==> config.mk <==
export PLATFORM = sky130hd
export DESIGN_NAME = dgif_ctrl
export DESIGN_NICKNAME = d
export VERILOG_FILES = /design/src/hw/rtl/assert_macros.svh /design/src/hw/rtl/dgif_pkg.sv /design/src/hw/rtl/dgif_ctrl.sv
export SDC_FILE = /design/constraint.sdc
export NUM_CORES = 1
export LEC_CHECK = 0
export BUFFER_PORTS_ARGS = -buffer_cell sky130_fd_sc_hd__buf_2
export CAP_MARGIN = 30
export CORE_UTILIZATION = 38
export CTS_CLUSTER_DIAMETER = 30
export DETAILED_ROUTE_END_ITERATION = 6
export PLACE_DENSITY = 0.68
export SLEW_MARGIN = 20
export SYNTH_ARGS = -nofsm -noshare
export SYNTH_HDL_FRONTEND = slang
export SYNTH_SLANG_ARGS = --single-unit
==> constraint.sdc <==
create_clock -name aclk -period 4.2 [get_ports aclk]
set_input_delay 0.84 -clock aclk [delete_from_list [all_inputs] [get_ports aclk]]
set_output_delay 0.84 -clock aclk [all_outputs]
set_load 0.01 [all_outputs]
==> src/hw/rtl/assert_macros.svh <==
// Assertion helpers, clocked on aclk and dropped while aresetn is low
`ifndef ASSERT_MACROS_SVH
`define ASSERT_MACROS_SVH

`define DGIF_ASSERT(lbl, clk, rstn, prop, msg) \
    lbl: assert property (@(posedge clk) disable iff (!rstn) prop) else $error(msg);

`define DGIF_NEVER(lbl, clk, rstn, expr, msg) \
    lbl: assert property (@(posedge clk) disable iff (!rstn) !(expr)) else $error(msg);

`endif

==> src/hw/rtl/dgif_pkg.sv <==
`timescale 1ns / 1ps

package dgif_pkg;

    localparam int DEF_MAX_X_BINS = 128;
    localparam int DEF_MAX_Y_BINS = 32;
    localparam int DEF_MAX_Z_BINS = 32;
    localparam int DEF_COUNT_BITS = 16;

    localparam int POS_BITS  = 16;
    localparam int THR_BITS  = 24;
    localparam int CFG_IDX_W = 3;
    localparam int CFG_DAT_W = 24;
    localparam int S_DATA_W  = 64;
    localparam int S_USER_W  = 2;
    localparam int M_DATA_W  = 40;

    typedef enum logic [1:0] {
        CMD_CLEAR = 2'd0,
        CMD_ADD   = 2'd1,
        CMD_QUERY = 2'd2,
        CMD_NONE  = 2'd3
    } cmd_code_t;

    typedef enum logic [2:0] {
        CFG_BW_X    = 3'd0,
        CFG_BW_Y    = 3'd1,
        CFG_BW_Z    = 3'd2,
        CFG_SURFACE = 3'd3,
        CFG_THRESH  = 3'd4,
        CFG_NX      = 3'd5,
        CFG_NY      = 3'd6,
        CFG_NZ      = 3'd7
    } cfg_reg_t;

    typedef enum logic [2:0] {
        DS_X,
        DS_Y,
        DS_Z,
        DS_L,
        DS_R
    } div_sel_t;

    typedef enum logic [3:0] {
        S_CLR,
        S_IDLE,
        S_ADD_CHK,
        S_DIV_GO,
        S_DIV_WAIT,
        S_ADD_BND,
        S_ADD_RD,
        S_ADD_WR,
        S_Q_CHK,
        S_Q_RD,
        S_Q_EV,
        S_Q_POST,
        S_MUL,
        S_DONE
    } state_t;

    typedef struct packed {
        logic     clr_init;
        logic     clr_step;
        logic     load;
        logic     set_drop;
        logic     div_start;
        logic     add_rd;
        logic     add_wr;
        logic     scan_init;
        logic     scan_rd;
        logic     scan_ev;
        logic     mul_go;
        logic     out_load;
        div_sel_t dsel;
    } ctrl_cmd_t;

    typedef struct packed {
        cmd_code_t cmd;
        logic      clr_last;
        logic      below;
        logic      add_oob;
        logic      cnt_full;
        logic      q_skip;
        logic      scan_last;
        logic      left_found;
        logic      right_found;
        logic      div_done;
        logic      out_free;
    } dp_status_t;

endpackage

==> src/hw/rtl/dgif_ctrl.sv <==
`timescale 1ns / 1ps

module dgif_ctrl (
    input  logic                 aclk,
    input  logic                 aresetn,
    input  logic                 s_tvalid,
    output logic                 s_tready,
    input  dgif_pkg::dp_status_t status,
    output dgif_pkg::ctrl_cmd_t  cmd
);

    dgif_pkg::state_t   state_reg, state_next;
    dgif_pkg::div_sel_t dsel_reg, dsel_next;
    logic               clr_cmd_reg, clr_cmd_next;

    always_ff @(posedge aclk) begin
        if (!aresetn) begin
            state_reg   <= dgif_pkg::S_CLR;
            dsel_reg    <= dgif_pkg::DS_X;
            clr_cmd_reg <= 1'b0;
        end else begin
            state_reg   <= state_next;
            dsel_reg    <= dsel_next;
            clr_cmd_reg <= clr_cmd_next;
        end
    end

    always_comb begin
        state_next   = state_reg;
        dsel_next    = dsel_reg;
        clr_cmd_next = clr_cmd_reg;
        unique case (state_reg)
            dgif_pkg::S_CLR: begin
                if (status.clr_last) begin
                    state_next = clr_cmd_reg ? dgif_pkg::S_DONE : dgif_pkg::S_IDLE;
                end
            end
            dgif_pkg::S_IDLE: begin
                if (s_tvalid) begin
                    state_next = dgif_pkg::S_ADD_CHK;
                end
            end
            dgif_pkg::S_ADD_CHK: begin
                unique case (status.cmd)
                    dgif_pkg::CMD_CLEAR: begin
                        clr_cmd_next = 1'b1;
                        state_next   = dgif_pkg::S_CLR;
                    end
                    dgif_pkg::CMD_ADD: begin
                        if (status.below) begin
                            state_next = dgif_pkg::S_DONE;
                        end else begin
                            dsel_next  = dgif_pkg::DS_X;
                            state_next = dgif_pkg::S_DIV_GO;
                        end
                    end
                    dgif_pkg::CMD_QUERY: state_next = dgif_pkg::S_Q_CHK;
                    default:             state_next = dgif_pkg::S_DONE;
                endcase
            end
            dgif_pkg::S_DIV_GO: state_next = dgif_pkg::S_DIV_WAIT;
            dgif_pkg::S_DIV_WAIT: begin
                if (status.div_done) begin
                    unique case (dsel_reg)
                        dgif_pkg::DS_X: begin
                            dsel_next  = dgif_pkg::DS_Y;
                            state_next = dgif_pkg::S_DIV_GO;
                        end
                        dgif_pkg::DS_Y: begin
                            dsel_next  = dgif_pkg::DS_Z;
                            state_next = dgif_pkg::S_DIV_GO;
                        end
                        dgif_pkg::DS_Z: state_next = dgif_pkg::S_ADD_BND;
                        dgif_pkg::DS_L: begin
                            if (status.right_found) begin
                                dsel_next  = dgif_pkg::DS_R;
                                state_next = dgif_pkg::S_MUL;
                            end else begin
                                state_next = dgif_pkg::S_DONE;
                            end
                        end
                        default: state_next = dgif_pkg::S_DONE;
                    endcase
                end
            end
            dgif_pkg::S_ADD_BND: begin
                state_next = status.add_oob ? dgif_pkg::S_DONE : dgif_pkg::S_ADD_RD;
            end
            dgif_pkg::S_ADD_RD: state_next = dgif_pkg::S_ADD_WR;
            dgif_pkg::S_ADD_WR: state_next = dgif_pkg::S_DONE;
            dgif_pkg::S_Q_CHK: begin
                state_next = status.q_skip ? dgif_pkg::S_DONE : dgif_pkg::S_Q_RD;
            end
            dgif_pkg::S_Q_RD: state_next = dgif_pkg::S_Q_EV;
            dgif_pkg::S_Q_EV: begin
                state_next = status.scan_last ? dgif_pkg::S_Q_POST : dgif_pkg::S_Q_RD;
            end
            dgif_pkg::S_Q_POST: begin
                if (status.left_found) begin
                    dsel_next  = dgif_pkg::DS_L;
                    state_next = dgif_pkg::S_MUL;
                end else if (status.right_found) begin
                    dsel_next  = dgif_pkg::DS_R;
                    state_next = dgif_pkg::S_MUL;
                end else begin
                    state_next = dgif_pkg::S_DONE;
                end
            end
            dgif_pkg::S_MUL: state_next = dgif_pkg::S_DIV_GO;
            dgif_pkg::S_DONE: begin
                if (status.out_free) begin
                    clr_cmd_next = 1'b0;
                    state_next   = dgif_pkg::S_IDLE;
                end
            end
            default: state_next = dgif_pkg::S_IDLE;
        endcase
    end

    always_comb begin
        cmd      = '0;
        cmd.dsel = dsel_reg;
        s_tready = 1'b0;
        unique case (state_reg)
            dgif_pkg::S_CLR:      cmd.clr_step = 1'b1;
            dgif_pkg::S_IDLE: begin
                s_tready = 1'b1;
                cmd.load = s_tvalid;
            end
            dgif_pkg::S_ADD_CHK: begin
                cmd.clr_init = status.cmd == dgif_pkg::CMD_CLEAR;
                cmd.set_drop = (status.cmd == dgif_pkg::CMD_ADD) && status.below;
            end
            dgif_pkg::S_DIV_GO:   cmd.div_start = 1'b1;
            dgif_pkg::S_ADD_BND:  cmd.set_drop  = status.add_oob;
            dgif_pkg::S_ADD_RD:   cmd.add_rd    = 1'b1;
            dgif_pkg::S_ADD_WR:   cmd.add_wr    = 1'b1;
            dgif_pkg::S_Q_CHK:    cmd.scan_init = 1'b1;
            dgif_pkg::S_Q_RD:     cmd.scan_rd   = 1'b1;
            dgif_pkg::S_Q_EV:     cmd.scan_ev   = 1'b1;
            dgif_pkg::S_MUL:      cmd.mul_go    = 1'b1;
            dgif_pkg::S_DONE:     cmd.out_load  = status.out_free;
            default: ;
        endcase
    end

endmodule

==> flow_summary_export.csv <==
group,metric,value,unit
worst_setup_path,ff2ff_setup_slack,2.22,ns
synth,synthesis.area,857,µm²
cts,cts_max_level,1,
synth,synth.net_count,133,
synth,synth_enable_flop_cells,0,
drt,detail-route-antenna-nets,0,
sta,final_hold_viol_count,0,
synth,synth-async-reset-ratio,0,%
sta,pin_slew_with_the_least_headroom_to_its_limit,0.621,ns
floorplan,io_pins,31,
sta,setup_total_negative_slack,0,ns
finish,most_common_cell_after_layout_fill_and_taps_aside,"sky130_fd_sc_hd__buf_2",
synth,most_common_flop_cell_mapped_by_yosys,"sky130_fd_sc_hd__dfxtp_1",
cts,post_cts_hold_buffer_count,0,
sta,min_period,2.67,ns
floorplan,initial_utilization,42.0,%
global_route,antenna_violations_before_repair,0,
cts,tritoncts_num_sinks,8,
floorplan,dieWidth,49.5,µm
pwr,ir_drop,0.000248,V
global_route,globalRoute.totalOverflow,0,
cts,clock_tree.buffer_depth,2,
drt,routed_via_density,5.66,
worst_setup_path,timing_worst_setup_path_type,"reg2out",
worst_setup_path,worstSetupEndpoint,"cmd[11]",
worst_setup_path,crit_path_top_delay_cell,"sky130_fd_sc_hd__dfxtp_1",
cts,post_cts_resized,0,
finish,num_antenna_cells,0,
synth,synth_top_area_share,18.7,%
sta,final.hold.worst_slack,0.554,ns
min_path,hold_class,"reg2reg",
place,total_of_buffers_placed_on_input_and_output_ports,29,
finish,mostFrequentLayoutCells,"sky130_fd_sc_hd__buf_2 (29), sky130_fd_sc_hd__nor2_1 (17), sky130_fd_sc_hd__o21ai_0 (8), sky130_fd_sc_hd__dfxtp_1 (8)",
worst_setup_path,first_element_of_the_critical_path,"state_reg[1]",
finish,largest_reg_flops,4,
cts,cts.root.buffer_cell,"sky130_fd_sc_hd__clkbuf_4",
worst_setup_path,critical_path_arrival,1.83,ns
cts,post_cts_buffers,0,
cts,clock_network_latency_to_the_later_pin_of_the_worst_skew_pair,0.25,ns
sta,max_slew_margin,58.5,%
global_route,grt_start_max_net_pins,17,
synth,synthTopCellsByArea,"sky130_fd_sc_hd__dfxtp_1 (19%), sky130_fd_sc_hd__nor2_1 (7.4%), sky130_fd_sc_hd__nand2b_1 (5.1%), sky130_fd_sc_hd__nor2b_1 (5.1%), sky130_fd_sc_hd__o21ai_0 (4.7%)",
floorplan,placementRows,16,
worst_setup_path,cp_cell_sequence,"nand2b_1, or3_1, o22ai_1, buf_2",
sta,fmax,0.374,GHz
floorplan,dieArea,2450,µm²
floorplan,die-height,49.5,µm
worst_setup_path,worst_setup_path_start_kind,"register",
worst_setup_path,path_max_fanout,13,
sta,grt_setup_unrepaired,"false",
worst_setup_path,timing.rr.end,"state_reg[0]",
finish,synthToLayoutAreaGrowth,18.8,%
worst_setup_path,length_in_cells_of_the_worst_reg_to_reg_path,5,
drt,drt_first_pass_iters,4,
drt,routed_wl,2.30,mm
sta,final.setup_skew,0.00119,ns
pwr,power.leakage,0.414,nW
drt,drc,0,
synth,yosys.area.top_type,"sky130_fd_sc_hd__dfxtp_1",
sta,setup_viol_count_final,0,
finish,fill_cells,231,
finish,multi_input_area,638,µm²
pwr,power_density,522,nW/µm²
run_status,status,"complete, no violations",
finish,seqCellArea,160,µm²
worst_setup_path,critical-path-max-stage-delay,0.56,ns
worst_setup_path,endpoint_kind,"output pin",
drt,drt_first_iter_violations,22,
finish,drive_gt1_share,30.1,%
cts,path_clk_slew,0.05,ns
synth,synth_seq_area_share,18.7,%
worst_setup_path,critical_path_data_required_time,3.36,ns
synth,yosys.cell_types.count,41,
flow_run,number_of_max_capacitance_violations_reported,0,
cts,cts-buffers-inserted,3,
synth,ys.warnings.count,0,
global_route,track_usage,19.5,%
synth,netlist_instances,118,
worst_setup_path,critical_path.reg2reg.startpoint,"state_reg[3]",
global_route,grt_pass1_wl,3.74,mm
global_route,grt_pass1_vias,839,
drt,vias,962,
floorplan,core-area,2040,µm²
cts,clock_tree_from_tritoncts,"yes",
synth,syn-mean-instance-area,7.26,µm²
synth,ys_ff_latch,8,
place,placed_wire_length_estimate,1.77,mm
drt,wl_per_cell,13.5,µm
sta,finalCritPeriodShare,63.6,%
place,gp_congestion,0.809,
sta,final_max_slew_viol_count,0,
finish,final_net_count,160,
==> metrics by stage <==
stage	setup WS [ns]	area, µm²	power, W	utilization [%]	instances
after floorplan	1.89	857	0.000408	-	118
after global placement	1.70	996	0.000471	48.8	167
after detailed placement	1.69	996	0.000475	48.8	167
after CTS	1.53	1020	0.000537	49.9	170
after global routing	1.38	1020	0.000583	49.9	170
final	1.53	1020	0.000531	49.9	170
==> how the worst min path moves through the flow <==
stage / slack (ns) / startpoint / end / depth (start not counted)
floorplan: 0.48 / clr_cmd_reg / clr_cmd_reg / 2
global placement: 0.53 / clr_cmd_reg / clr_cmd_reg / 2
detailed placement: 0.52 / clr_cmd_reg / clr_cmd_reg / 2
CTS: 0.55 / clr_cmd_reg / clr_cmd_reg / 2
global route: 0.58 / clr_cmd_reg / clr_cmd_reg / 2
finish: 0.55 / clr_cmd_reg / clr_cmd_reg / 2
==> worst max-delay path: cells and delay by family, from the launching register on <==
family / cells / cell delay [ns]
simple gates: 2 / 0.70
flops: 1 / 0.56
compound gates: 1 / 0.16
buf+inv: 1 / 0.15
==> power breakdown <==
| part | internal, W | total [W] | switching [W] |
|---|---|---|---|
| Combinational | 0.000135 | 0.000304 | 0.000169 |
| Clock | 0.0000327 | 0.0000585 | 0.0000259 |
| Sequential | 0.0000973 | 0.000169 | 0.0000717 |
| Total | 0.000265 | 0.000531 | 0.000267 |
==> routing by layer <==
metal / vias to the layer above / track usage, % / routed length [µm]
met5: - / 0 / 0
met4: 0 / 1.90 / 0
met3: 0 / 6.48 / 96
li1: 488 / - / -
met2: 23 / 32.0 / 1120
met1: 451 / 25.7 / 1090
==> cell usage after synthesis (2+ instances only) <==
cell type and count:
sky130_fd_sc_hd__a21oi_1 7, sky130_fd_sc_hd__buf_2 5, sky130_fd_sc_hd__nand2b_1 7, sky130_fd_sc_hd__nor3_1 3
sky130_fd_sc_hd__or2_1 2, sky130_fd_sc_hd__nand2_1 7, sky130_fd_sc_hd__o22ai_1 2, sky130_fd_sc_hd__a311oi_2 2
sky130_fd_sc_hd__a22oi_1 2, sky130_fd_sc_hd__nor2b_1 7, sky130_fd_sc_hd__nor2_2 2, sky130_fd_sc_hd__nor2_1 17
sky130_fd_sc_hd__o21ai_0 8, sky130_fd_sc_hd__dfxtp_1 8, sky130_fd_sc_hd__inv_1 5, sky130_fd_sc_hd__or3_1 3
sky130_fd_sc_hd__a31oi_1 2, sky130_fd_sc_hd__o21ai_1 4, sky130_fd_sc_hd__o211ai_1 2, sky130_fd_sc_hd__a311oi_1 2
==> logic make-up after synthesis <==
| logic type | synth area share [%] |
|---|---|
| muxes | 1.17 |
| buffers and inverters | 6.86 |
| DFF | 18.7 |
| AOI/OAI and AO/OA | 35.8 |
| and+or+nand+nor | 37.5 |
==> area by class of cell <==
type	instances	share of cell area, %
flip-flops and latches	8	15.7
multi-input cells	98	62.7
well taps	27	3.32
clock buffers	3	2.21
repair buffers	29	14.3
inverters	5	1.84
Note: power is estimated with default switching activity, not from simulation.
